File: config.mk
export PLATFORM = sky130hd
export DESIGN_NAME = msp_frame_parser_flat
export DESIGN_NICKNAME = d
export VERILOG_FILES = /design/src/hdl/mfp_pkg.sv /design/src/hdl/mfp_if.sv /design/src/hdl/mfp_ram.sv /design/src/hdl/mfp_parser.sv /design/src/hdl/mfp_readout.sv /design/src/hdl/msp_frame_parser.sv /design/src/flat_wrapper.sv
export SDC_FILE = /design/constraint.sdc
export NUM_CORES = 1
export LEC_CHECK = 0
export BUFFER_PORTS_ARGS = -buffer_cell sky130_fd_sc_hd__buf_2
export CAP_MARGIN = 15
export CORE_AREA = 2 2 273 208
export DETAILED_ROUTE_END_ITERATION = 16
export DIE_AREA = 0 0 275 210
export SKIP_LAST_GASP = 1
export SLEW_MARGIN = 10
export SYNTH_ARGS = -nofsm -noshare
export SYNTH_HDL_FRONTEND = slang
export SYNTH_SLANG_ARGS = --single-unit
export TNS_END_PERCENT = 20
File: constraint.sdc
create_clock -name i_clk -period 4.87 [get_ports i_clk]
set_clock_uncertainty 0.2 [all_clocks]
set_input_delay 0.2435 -clock i_clk [delete_from_list [all_inputs] [get_ports i_clk]]
set_output_delay 0.2435 -clock i_clk [all_outputs]
set_load 0.005 [all_outputs]
File: src/hdl/mfp_pkg.sv
// Shared types, constants and the CRC8 step for the frame parser.
// No dependencies; the parser, readout and top-level files import this package.
package mfp_pkg;

    // Header bytes
    localparam logic [7:0] CH_DOLLAR = 8'h24;  // '$'
    localparam logic [7:0] CH_V1     = 8'h4D;  // 'M'
    localparam logic [7:0] CH_V2     = 8'h58;  // 'X'
    localparam logic [7:0] CH_REQ    = 8'h3C;  // '<'

    // CRC8 DVB-S2 polynomial
    localparam logic [7:0] CRC_POLY = 8'hD5;

    // Header of a frame that checked good, held for readout
    typedef struct packed {
        logic        is_v2;
        logic [7:0]  flags;
        logic [15:0] cmd;
        logic [6:0]  len;
    } t_frame_hdr;

    // One CRC8 byte update, MSB first, no reflection
    function automatic logic [7:0] crc8_step(input logic [7:0] crc, input logic [7:0] b);
        logic [7:0] c;
        c = crc ^ b;
        for (int k = 0; k < 8; k++) begin
            if (c[7]) begin
                c = {c[6:0], 1'b0} ^ CRC_POLY;
            end else begin
                c = {c[6:0], 1'b0};
            end
        end
        return c;
    endfunction

endpackage

File: src/hdl/mfp_if.sv
// Valid/ready channel interfaces: received bytes in, frame readout words out.
// Standalone; no package needed.
interface mfp_in_if;
    logic       valid;
    logic       ready;
    logic [7:0] rx_byte;

    modport source (output valid, output rx_byte, input ready);
    modport sink   (input valid, input rx_byte, output ready);
endinterface

interface mfp_out_if;
    logic        valid;
    logic        ready;
    logic        is_v2;
    logic [7:0]  frame_flags;
    logic [15:0] command_id;
    logic [6:0]  payload_count;
    logic        byte_present;
    logic [5:0]  byte_position;
    logic [7:0]  payload_value;
    logic        last_of_frame;

    modport source (
        output valid, input ready,
        output is_v2, output frame_flags, output command_id, output payload_count,
        output byte_present, output byte_position, output payload_value,
        output last_of_frame
    );
    modport sink (
        input valid, output ready,
        input is_v2, input frame_flags, input command_id, input payload_count,
        input byte_present, input byte_position, input payload_value,
        input last_of_frame
    );
endinterface

File: src/hdl/mfp_ram.sv
// Generic single-write, single-read RAM with registered read data.
// Read data holds while the read enable is low. No dependencies.
module mfp_ram #(
    parameter int WIDTH = 8,
    parameter int DEPTH = 64,
    parameter int AW    = 6
) (
    input  logic             i_clk,
    input  logic             i_we,
    input  logic [AW-1:0]    i_waddr,
    input  logic [WIDTH-1:0] i_wdata,
    input  logic             i_re,
    input  logic [AW-1:0]    i_raddr,
    output logic [WIDTH-1:0] o_rdata
);

    logic [WIDTH-1:0] r_mem [DEPTH];
    logic [WIDTH-1:0] r_rdata;

    always_ff @(posedge i_clk) begin
        if (i_we) begin
            r_mem[i_waddr] <= i_wdata;
        end
        if (i_re) begin
            r_rdata <= r_mem[i_raddr];
        end
    end

    assign o_rdata = r_rdata;

endmodule

File: src/hdl/mfp_parser.sv
// Byte-serial header/check state machine; writes payload bytes to the RAM.
// Depends on mfp_pkg and mfp_in_if.
module mfp_parser #(
    parameter int MAX_PAYLOAD = 64,
    parameter int AW          = 6
) (
    input  logic                i_clk,
    input  logic                i_rst_n,
    mfp_in_if.sink              i_in,
    input  logic                i_busy,
    output logic                o_start,
    output mfp_pkg::t_frame_hdr o_hdr,
    output logic                o_we,
    output logic [AW-1:0]       o_waddr,
    output logic [7:0]          o_wdata
);
    import mfp_pkg::*;

    localparam logic [3:0] PH_IDLE      = 4'd0;
    localparam logic [3:0] PH_HEADER    = 4'd1;
    localparam logic [3:0] PH_DIR       = 4'd2;
    localparam logic [3:0] PH_V1_SIZE   = 4'd3;
    localparam logic [3:0] PH_V1_CMD    = 4'd4;
    localparam logic [3:0] PH_V1_DATA   = 4'd5;
    localparam logic [3:0] PH_V1_CHECK  = 4'd6;
    localparam logic [3:0] PH_V2_FLAGS  = 4'd7;
    localparam logic [3:0] PH_V2_CMD_LO = 4'd8;
    localparam logic [3:0] PH_V2_CMD_HI = 4'd9;
    localparam logic [3:0] PH_V2_LEN_LO = 4'd10;
    localparam logic [3:0] PH_V2_LEN_HI = 4'd11;
    localparam logic [3:0] PH_V2_DATA   = 4'd12;
    localparam logic [3:0] PH_V2_CHECK  = 4'd13;

    localparam logic [15:0] MAX_LEN = 16'(MAX_PAYLOAD);

    logic [3:0]  r_phase, n_phase;
    logic        r_v2, n_v2;
    logic [7:0]  r_flags, n_flags;
    logic [15:0] r_cmd, n_cmd;
    logic [6:0]  r_len, n_len;
    logic [7:0]  r_len_lo, n_len_lo;
    logic [6:0]  r_fill, n_fill;
    logic [7:0]  r_chk, n_chk;

    logic        accept;
    logic [7:0]  b;
    logic [15:0] len_full;
    logic [6:0]  fill_inc;
    logic [7:0]  crc_in;
    logic [7:0]  crc_out;

    // Input side is blocked while a frame is read out
    assign i_in.ready = !i_busy;
    assign accept     = i_in.valid && !i_busy;
    assign b          = i_in.rx_byte;
    assign len_full   = {b, r_len_lo};
    assign fill_inc   = r_fill + 7'd1;

    // One shared CRC update; the flags byte starts from zero
    assign crc_in  = (r_phase == PH_V2_FLAGS) ? 8'h00 : r_chk;
    assign crc_out = crc8_step(crc_in, b);

    // Next-state logic
    always_comb begin
        n_phase  = r_phase;
        n_v2     = r_v2;
        n_flags  = r_flags;
        n_cmd    = r_cmd;
        n_len    = r_len;
        n_len_lo = r_len_lo;
        n_fill   = r_fill;
        n_chk    = r_chk;
        o_start  = 1'b0;
        o_we     = 1'b0;
        if (accept) begin
            unique case (r_phase)
                PH_IDLE: begin
                    if (b == CH_DOLLAR) begin
                        n_phase = PH_HEADER;
                    end
                end
                PH_HEADER: begin
                    priority if (b == CH_V1) begin
                        n_v2    = 1'b0;
                        n_phase = PH_DIR;
                    end else if (b == CH_V2) begin
                        n_v2    = 1'b1;
                        n_phase = PH_DIR;
                    end else begin
                        n_phase = PH_IDLE;
                        n_fill  = '0;
                        n_chk   = '0;
                    end
                end
                PH_DIR: begin
                    if (b != CH_REQ) begin
                        n_phase = PH_IDLE;
                        n_fill  = '0;
                        n_chk   = '0;
                    end else begin
                        n_phase = r_v2 ? PH_V2_FLAGS : PH_V1_SIZE;
                    end
                end
                PH_V1_SIZE: begin
                    n_fill = '0;
                    if ({8'h00, b} > MAX_LEN) begin
                        n_phase = PH_IDLE;
                        n_chk   = '0;
                    end else begin
                        n_len   = b[6:0];
                        n_chk   = b;
                        n_phase = PH_V1_CMD;
                    end
                end
                PH_V1_CMD: begin
                    n_cmd   = {8'h00, b};
                    n_flags = '0;
                    n_chk   = r_chk ^ b;
                    n_phase = (r_len == 7'd0) ? PH_V1_CHECK : PH_V1_DATA;
                end
                PH_V1_DATA: begin
                    o_we   = 1'b1;
                    n_fill = fill_inc;
                    n_chk  = r_chk ^ b;
                    if (fill_inc >= r_len) begin
                        n_phase = PH_V1_CHECK;
                    end
                end
                PH_V1_CHECK, PH_V2_CHECK: begin
                    o_start = (b == r_chk);
                    n_phase = PH_IDLE;
                    n_fill  = '0;
                    n_chk   = '0;
                end
                PH_V2_FLAGS: begin
                    n_flags = b;
                    n_chk   = crc_out;
                    n_phase = PH_V2_CMD_LO;
                end
                PH_V2_CMD_LO: begin
                    n_cmd   = {8'h00, b};
                    n_chk   = crc_out;
                    n_phase = PH_V2_CMD_HI;
                end
                PH_V2_CMD_HI: begin
                    n_cmd   = {b, r_cmd[7:0]};
                    n_chk   = crc_out;
                    n_phase = PH_V2_LEN_LO;
                end
                PH_V2_LEN_LO: begin
                    n_len_lo = b;
                    n_chk    = crc_out;
                    n_phase  = PH_V2_LEN_HI;
                end
                PH_V2_LEN_HI: begin
                    n_fill = '0;
                    if (len_full > MAX_LEN) begin
                        n_phase = PH_IDLE;
                        n_chk   = '0;
                    end else begin
                        n_len   = len_full[6:0];
                        n_chk   = crc_out;
                        n_phase = (len_full == 16'd0) ? PH_V2_CHECK : PH_V2_DATA;
                    end
                end
                PH_V2_DATA: begin
                    o_we   = 1'b1;
                    n_fill = fill_inc;
                    n_chk  = crc_out;
                    if (fill_inc >= r_len) begin
                        n_phase = PH_V2_CHECK;
                    end
                end
                default: begin
                    n_phase = PH_IDLE;
                    n_fill  = '0;
                    n_chk   = '0;
                end
            endcase
        end
    end

    // State registers
    always_ff @(posedge i_clk) begin
        if (!i_rst_n) begin
            r_phase  <= PH_IDLE;
            r_v2     <= 1'b0;
            r_flags  <= '0;
            r_cmd    <= '0;
            r_len    <= '0;
            r_len_lo <= '0;
            r_fill   <= '0;
            r_chk    <= '0;
        end else begin
            r_phase  <= n_phase;
            r_v2     <= n_v2;
            r_flags  <= n_flags;
            r_cmd    <= n_cmd;
            r_len    <= n_len;
            r_len_lo <= n_len_lo;
            r_fill   <= n_fill;
            r_chk    <= n_chk;
        end
    end

    // Payload write port and header handoff
    assign o_waddr     = r_fill[AW-1:0];
    assign o_wdata     = b;
    assign o_hdr.is_v2 = r_v2;
    assign o_hdr.flags = r_flags;
    assign o_hdr.cmd   = r_cmd;
    assign o_hdr.len   = r_len;

endmodule

File: src/hdl/mfp_readout.sv
// Frame readout: walks the payload RAM and presents one result word per entry.
// The RAM's read register doubles as the payload byte of the output register.
// Depends on mfp_pkg and mfp_out_if.
module mfp_readout #(
    parameter int AW = 6
) (
    input  logic                i_clk,
    input  logic                i_rst_n,
    input  logic                i_start,
    input  mfp_pkg::t_frame_hdr i_hdr,
    output logic                o_busy,
    output logic                o_re,
    output logic [AW-1:0]       o_raddr,
    input  logic [7:0]          i_rdata,
    mfp_out_if.source           o_out
);
    import mfp_pkg::*;

    logic       r_busy, n_busy;
    logic [6:0] r_k, n_k;
    logic       r_ov, n_ov;
    logic [5:0] r_pos, n_pos;
    logic       r_present, n_present;
    logic       r_last, n_last;

    logic [6:0] count;
    logic       taken;
    logic       issue;

    // An empty payload still gives one result
    assign count = (i_hdr.len == 7'd0) ? 7'd1 : i_hdr.len;
    assign taken = r_ov && o_out.ready;
    assign issue = r_busy && (r_k != count) && (!r_ov || o_out.ready);

    // Read the next entry whenever the output slot is free or being freed
    always_comb begin
        n_busy    = r_busy;
        n_k       = r_k;
        n_ov      = r_ov;
        n_pos     = r_pos;
        n_present = r_present;
        n_last    = r_last;
        priority if (i_start) begin
            n_busy = 1'b1;
            n_k    = '0;
        end else if (issue) begin
            n_ov      = 1'b1;
            n_pos     = r_k[5:0];
            n_present = (i_hdr.len != 7'd0);
            n_last    = ((r_k + 7'd1) == count);
            n_k       = r_k + 7'd1;
        end else if (taken) begin
            n_ov = 1'b0;
            if (r_last) begin
                n_busy = 1'b0;
            end
        end
    end

    always_ff @(posedge i_clk) begin
        if (!i_rst_n) begin
            r_busy    <= 1'b0;
            r_k       <= '0;
            r_ov      <= 1'b0;
            r_pos     <= '0;
            r_present <= 1'b0;
            r_last    <= 1'b0;
        end else begin
            r_busy    <= n_busy;
            r_k       <= n_k;
            r_ov      <= n_ov;
            r_pos     <= n_pos;
            r_present <= n_present;
            r_last    <= n_last;
        end
    end

    assign o_busy  = r_busy;
    assign o_re    = issue;
    assign o_raddr = r_k[AW-1:0];

    // Output word; header fields stay stable in the parser during readout
    assign o_out.valid         = r_ov;
    assign o_out.is_v2         = i_hdr.is_v2;
    assign o_out.frame_flags   = i_hdr.flags;
    assign o_out.command_id    = i_hdr.cmd;
    assign o_out.payload_count = i_hdr.len;
    assign o_out.byte_present  = r_present;
    assign o_out.byte_position = r_pos;
    assign o_out.payload_value = r_present ? i_rdata : 8'h00;
    assign o_out.last_of_frame = r_last;

endmodule

File: src/hdl/msp_frame_parser.sv
// MSP V1/V2 request frame parser; uses mfp_pkg, mfp_if, mfp_parser, mfp_ram, mfp_readout.
// Takes one byte per cycle while parsing. After a good check byte the readout goes busy
// and starts the registered payload RAM read of the first result word; then one word per
// cycle follows while the sink is ready. N payload bytes give max(N,1) words; the input is
// closed after the check byte until the last word is taken.
// Synchronous active-low reset returns the parser to idle; the payload RAM is not cleared.
module msp_frame_parser #(
    parameter int MAX_PAYLOAD = 64
) (
    input  logic      i_clk,
    input  logic      i_rst_n,
    mfp_in_if.sink    i_in,
    mfp_out_if.source o_out
);
    import mfp_pkg::*;

    localparam int AW = (MAX_PAYLOAD > 1) ? $clog2(MAX_PAYLOAD) : 1;

    logic          start;
    logic          busy;
    t_frame_hdr    hdr;
    logic          we;
    logic [AW-1:0] waddr;
    logic [7:0]    wdata;
    logic          re;
    logic [AW-1:0] raddr;
    logic [7:0]    rdata;

    // Parsing and readout never overlap, so the RAM ports never hit the same entry at once
    mfp_parser #(
        .MAX_PAYLOAD (MAX_PAYLOAD),
        .AW          (AW)
    ) u_parser (
        .i_clk   (i_clk),
        .i_rst_n (i_rst_n),
        .i_in    (i_in),
        .i_busy  (busy),
        .o_start (start),
        .o_hdr   (hdr),
        .o_we    (we),
        .o_waddr (waddr),
        .o_wdata (wdata)
    );

    mfp_ram #(
        .WIDTH (8),
        .DEPTH (MAX_PAYLOAD),
        .AW    (AW)
    ) u_ram (
        .i_clk   (i_clk),
        .i_we    (we),
        .i_waddr (waddr),
        .i_wdata (wdata),
        .i_re    (re),
        .i_raddr (raddr),
        .o_rdata (rdata)
    );

    mfp_readout #(
        .AW (AW)
    ) u_readout (
        .i_clk   (i_clk),
        .i_rst_n (i_rst_n),
        .i_start (start),
        .i_hdr   (hdr),
        .o_busy  (busy),
        .o_re    (re),
        .o_raddr (raddr),
        .i_rdata (rdata),
        .o_out   (o_out)
    );

    // No byte is taken while a result word is pending
    a_no_input_during_readout: assert property (@(posedge i_clk) disable iff (!i_rst_n)
        o_out.valid |-> !i_in.ready)
        else $error("input ready while a result word is pending");

    // Taking the last word of a frame reopens the input side
    a_reopen_after_last: assert property (@(posedge i_clk) disable iff (!i_rst_n)
        (o_out.valid && o_out.ready && o_out.last_of_frame) |=> i_in.ready)
        else $error("input not reopened after last word");

    // An empty frame is one word with no byte
    a_empty_frame_single: assert property (@(posedge i_clk) disable iff (!i_rst_n)
        (o_out.valid && !o_out.byte_present) |->
            (o_out.last_of_frame && o_out.payload_count == 7'd0
             && o_out.payload_value == 8'h00))
        else $error("bad empty-payload word");

    // A carried byte lies inside the payload
    a_position_in_range: assert property (@(posedge i_clk) disable iff (!i_rst_n)
        (o_out.valid && o_out.byte_present) |->
            ({1'b0, o_out.byte_position} < o_out.payload_count))
        else $error("byte position beyond payload");

endmodule
File: src/flat_wrapper.sv
// flat-port wrapper written by rule: the top's interface ports become plain ports
module msp_frame_parser_flat import mfp_pkg::*;
#(
    parameter int MAX_PAYLOAD = 64
)
  (i_clk, i_rst_n, i_in_valid, i_in_rx_byte, i_in_ready, o_out_valid, o_out_ready, o_out_is_v2, o_out_frame_flags, o_out_command_id, o_out_payload_count, o_out_byte_present, o_out_byte_position, o_out_payload_value, o_out_last_of_frame);
  mfp_in_if i_in_i ();
  mfp_out_if o_out_i ();
  input  logic i_clk;
  input  logic i_rst_n;
  input wire logic [$bits(i_in_i.valid)-1:0] i_in_valid;
  input wire logic [$bits(i_in_i.rx_byte)-1:0] i_in_rx_byte;
  output wire logic [$bits(i_in_i.ready)-1:0] i_in_ready;
  output wire logic [$bits(o_out_i.valid)-1:0] o_out_valid;
  input wire logic [$bits(o_out_i.ready)-1:0] o_out_ready;
  output wire logic [$bits(o_out_i.is_v2)-1:0] o_out_is_v2;
  output wire logic [$bits(o_out_i.frame_flags)-1:0] o_out_frame_flags;
  output wire logic [$bits(o_out_i.command_id)-1:0] o_out_command_id;
  output wire logic [$bits(o_out_i.payload_count)-1:0] o_out_payload_count;
  output wire logic [$bits(o_out_i.byte_present)-1:0] o_out_byte_present;
  output wire logic [$bits(o_out_i.byte_position)-1:0] o_out_byte_position;
  output wire logic [$bits(o_out_i.payload_value)-1:0] o_out_payload_value;
  output wire logic [$bits(o_out_i.last_of_frame)-1:0] o_out_last_of_frame;
  assign i_in_i.valid = i_in_valid;
  assign i_in_i.rx_byte = i_in_rx_byte;
  assign i_in_ready = i_in_i.ready;
  assign o_out_valid = o_out_i.valid;
  assign o_out_i.ready = o_out_ready;
  assign o_out_is_v2 = o_out_i.is_v2;
  assign o_out_frame_flags = o_out_i.frame_flags;
  assign o_out_command_id = o_out_i.command_id;
  assign o_out_payload_count = o_out_i.payload_count;
  assign o_out_byte_present = o_out_i.byte_present;
  assign o_out_byte_position = o_out_i.byte_position;
  assign o_out_payload_value = o_out_i.payload_value;
  assign o_out_last_of_frame = o_out_i.last_of_frame;
  msp_frame_parser #(.MAX_PAYLOAD(MAX_PAYLOAD)) u_core (.i_clk(i_clk), .i_rst_n(i_rst_n), .i_in(i_in_i), .o_out(o_out_i));
endmodule
==> reports/qor.yml <==
synthesis:
  yosysTopAreaCell: "edfxtp_1"
  avgSynthCellArea_sq_um: 17.8
  syn-cell-area_sq_um: 24500
  ys_seq_area_frac: 0.700
  synth_ff_type: "edfxtp_1"
  synth_area_leaders: "edfxtp_1 64%, mux4_2 15%, dfxtp_1 6.2%, nor2_1 2.0%, mux2i_1 1.6%"
  synth_edf_count: 520
  synth_top_area_share: 0.637
  synth.distinct_cells: 61
  ys_warn_count: 0
  syn_nets: 1397
  async_flop_share: 0
  syn_inst: 1376
  synth_seq_cells: 596
timing:
  hold_viol_final: 0
  tightest_slew_ns: 1.19
  max_slew_margin: 0.206
  setup_tns_ns: 0
  maxSlewViolCount: 0
  timing.fmax_mhz: 263
  finalCritPeriodShare: 0.782
  setup-violations-final: 0
  rsz0062_at_grt: "no"
  min_period_ns: 3.81
die:
  core_area_sq_um: 55200
  die_y_um: 210
  initial_core_util: 0.444
  rows: 75
  die_w_um: 275
  die_area_sq_um: 57800
  ioPinCount: 62
worst_setup_path:
  cp_slowest_cell: "nor2_1"
  max_stage_delay_ns: 0.83
  worst_setup_path_start_kind: "flop"
  cp_cell_sequence: "xor2_1 -> nand2_1 -> nor3_1 -> nand2_1 -> nor2_1"
  end_kind: "flop"
  path_class: "reg2reg"
  cp_data_arrival_time_ns: 3.85
  path_common_cell: "nand2_1"
  required_ns: 4.92
  crit_fanout: 21
routing:
  ant_nets: 0
  firstDrtPassIters: 5
  vias: 13200
  drtIter0Drc: 1536
  vias_per_cell: 5.89
  wl_um: 60300
  drc: 0
  wire_per_inst_um: 27.0
finish:
  final_cells: 2234
  fin_nets: 1475
  drive_above_1_share: 0.240
  syn_to_final_growth_pct: 12.5
flow_run:
  max_cap_viol_count: 0
run_status:
  status: "completed"
cts:
  cts_max_path_buffers: 3
  cts_tree: "yes"
  clock_latency_ns: 0.62
  clkSinkCount: 596
  cts_buffers: 58
  htreeDepth: 2
  postCtsResizedCells: 0
  cts.clk_slew.worst_paths_ns: 0.06
  cts_root_buf: "clkbuf_16"
placed_design:
  place_inst: 2116
  routabilityCongestion: 0.823
  post-dp-hpwl_um: 37800
  io_buffer_count: 61
pwr:
  irDropWorstVdd_v: 0.000273
  finalPower_mw: 10.8
  cellLeakagePower_nw: 8.73
  power.density_nw_per_um2: 392
grt:
  track_usage: 0.213
  grt_max_degree: 73
  grt_pass1_wl_um: 88500
  grt_pass1_vias: 12700
  antenna_found_initial: 4
  grt-ovfl-total: 0
min_path:
  min_path_type: "in2reg"
stage by stage:
step                setup WS, ns  area (sq um)  utilization  hold slack [ns]
floorplan                   2.12         24500            -            0.142
global placement            1.24         25700        0.465            0.273
detailed placement          1.10         25700        0.465            0.282
CTS                         1.08         27600        0.499          0.00246
global route               0.870         27600        0.499           0.0279
finish                      1.06         27600        0.499           0.0275
routing by layer:
| metal | track usage | share of wire | up-vias | wire length (um) |
|---|---|---|---|---|
| met5 | 0 | 0.00022 | - | 13 |
| met4 | 0.0589 | 0.022 | 2 | 1350 |
| met3 | 0.0396 | 0.081 | 90 | 4870 |
| met2 | 0.298 | 0.43 | 592 | 25900 |
| met1 | 0.340 | 0.47 | 6841 | 28100 |
| li1 | - | - | 5632 | - |
Yosys cell counts (3+ instances only):
master / instances
mux4_2: 162
mux2i_1: 39
nand2_1: 40
a211oi_1: 19
nand4b_1: 5
clkbuf_1: 47
a311oi_1: 3
a22oi_1: 17
buf_1: 8
o211a_1: 3
edfxtp_1: 520
nor3b_1: 5
buf_2: 22
nor2b_1: 29
a31oi_1: 3
a221oi_1: 5
nor3_1: 10
o21ai_0: 16
nand3_1: 21
dfxtp_1: 76
buf_4: 7
or2_2: 3
ha_1: 9
nand4_1: 5
inv_1: 15
or3_1: 8
nor4_1: 6
xnor2_1: 31
and2_1: 12
o21a_1: 4
o22ai_1: 4
xor2_1: 25
nand2b_1: 6
nor2_1: 130
a21oi_1: 26
o21ai_1: 3
timing repair:
action | in CTS | in global routing
setup buffers | 0 | 0
hold endpoints to repair | 69 | 0
hold buffers | 9 | 0
registers in the layout (all words and copies together) (netlist names):
signal and flops:
u_core.u_parser.r_v2 1, u_core.u_parser.r_phase 4, u_core.u_readout.r_k 7, u_core.u_parser.r_len 7
u_core.u_readout.o_out.valid 1, u_core.u_ram.r_mem 512, u_core.u_parser.r_chk 8, u_core.u_ram.o_rdata 8
u_core.u_readout.o_out.last_of_frame 1, u_core.u_parser.r_len_lo 8, u_core.u_readout.o_out.byte_position 6, u_core.u_parser.r_flags 8
u_core.u_readout.o_out.byte_present 1, u_core.u_parser.r_cmd 16, u_core.u_readout.o_busy 1, u_core.u_parser.r_fill 7
worst max-delay path, delay by kind of cell, from the launching register on:
kind / cells / cell delay (ns)
and+or+nand+nor: 4 / 2.19
DFF: 1 / 0.75
xor gates and xnor gates: 1 / 0.29
worst paths after layout:
check | end | slack (ns) | cells after the start | from
worst max-delay path | u_core.u_ram.r_mem[44][5]$_DFFE_PP_ | 1.06 | 5 | u_core.u_parser.r_phase[3]$_SDFFE_PN0P_
worst min-delay path | u_core.u_ram.r_mem[52][6]$_DFFE_PP_ | 0.03 | 1 | i_in_rx_byte[6]
worst max register to register | u_core.u_ram.r_mem[44][5]$_DFFE_PP_ | 1.06 | 5 | u_core.u_parser.r_phase[3]$_SDFFE_PN0P_
worst min register to register | u_core.u_parser.r_cmd[2]$_SDFFE_PN0P_ | 0.29 | 2 | u_core.u_parser.r_cmd[2]$_SDFFE_PN0P_
where the power goes:
part | internal (mW) | leakage [nW] | switching [mW]
clock | 2.42 | 0.900 | 1.89
sequential | 5.59 | 5.29 | 0.106
combinational | 0.289 | 2.54 | 0.494
cells by family (layout without fill, tap and decap cells):
group                    Yosys count  count (layout)  share of synthesized area
AND/OR/NAND/NOR                  295             295                     0.0586
adder cells (fa/ha/maj)            9               9                    0.00460
AO/OA/AOI/OAI                    115             115                     0.0318
XOR/XNOR                          59              59                     0.0223
flip-flops                       596             596                      0.700
other                              0               1                          0
buffers and inverters            100             226                     0.0178
multiplexers                     202             202                      0.165
cells in the final DEF, fill, tap and decap left out, types with 11 or more instances in the layout:
cell type	instances
xor2_1	25
a211oi_1	19
a21oi_1	26
nor2_1	130
buf_2	61
clkbuf_16	58
clkinv_2	19
a22oi_1	17
nand3_1	21
buf_4	30
nor2b_1	29
clkinv_1	11
nand2_1	40
mux4_2	162
o21ai_0	16
mux2i_1	39
and2_1	12
dfxtp_1	72
edfxtp_1	520
inv_1	15
xnor2_1	31
cell type report:
class / instances / area (sq um)
sequential: 596 / 17100
fill: 4498 / 27600
inverter: 15 / 56.3
timing repair buffer: 103 / 681
antenna: 1 / 2.50
multi-input combinational: 680 / 6940
clock inverter: 38 / 294
clock buffer: 70 / 1520
tap: 731 / 915
(Power assumes the default switching activity.)
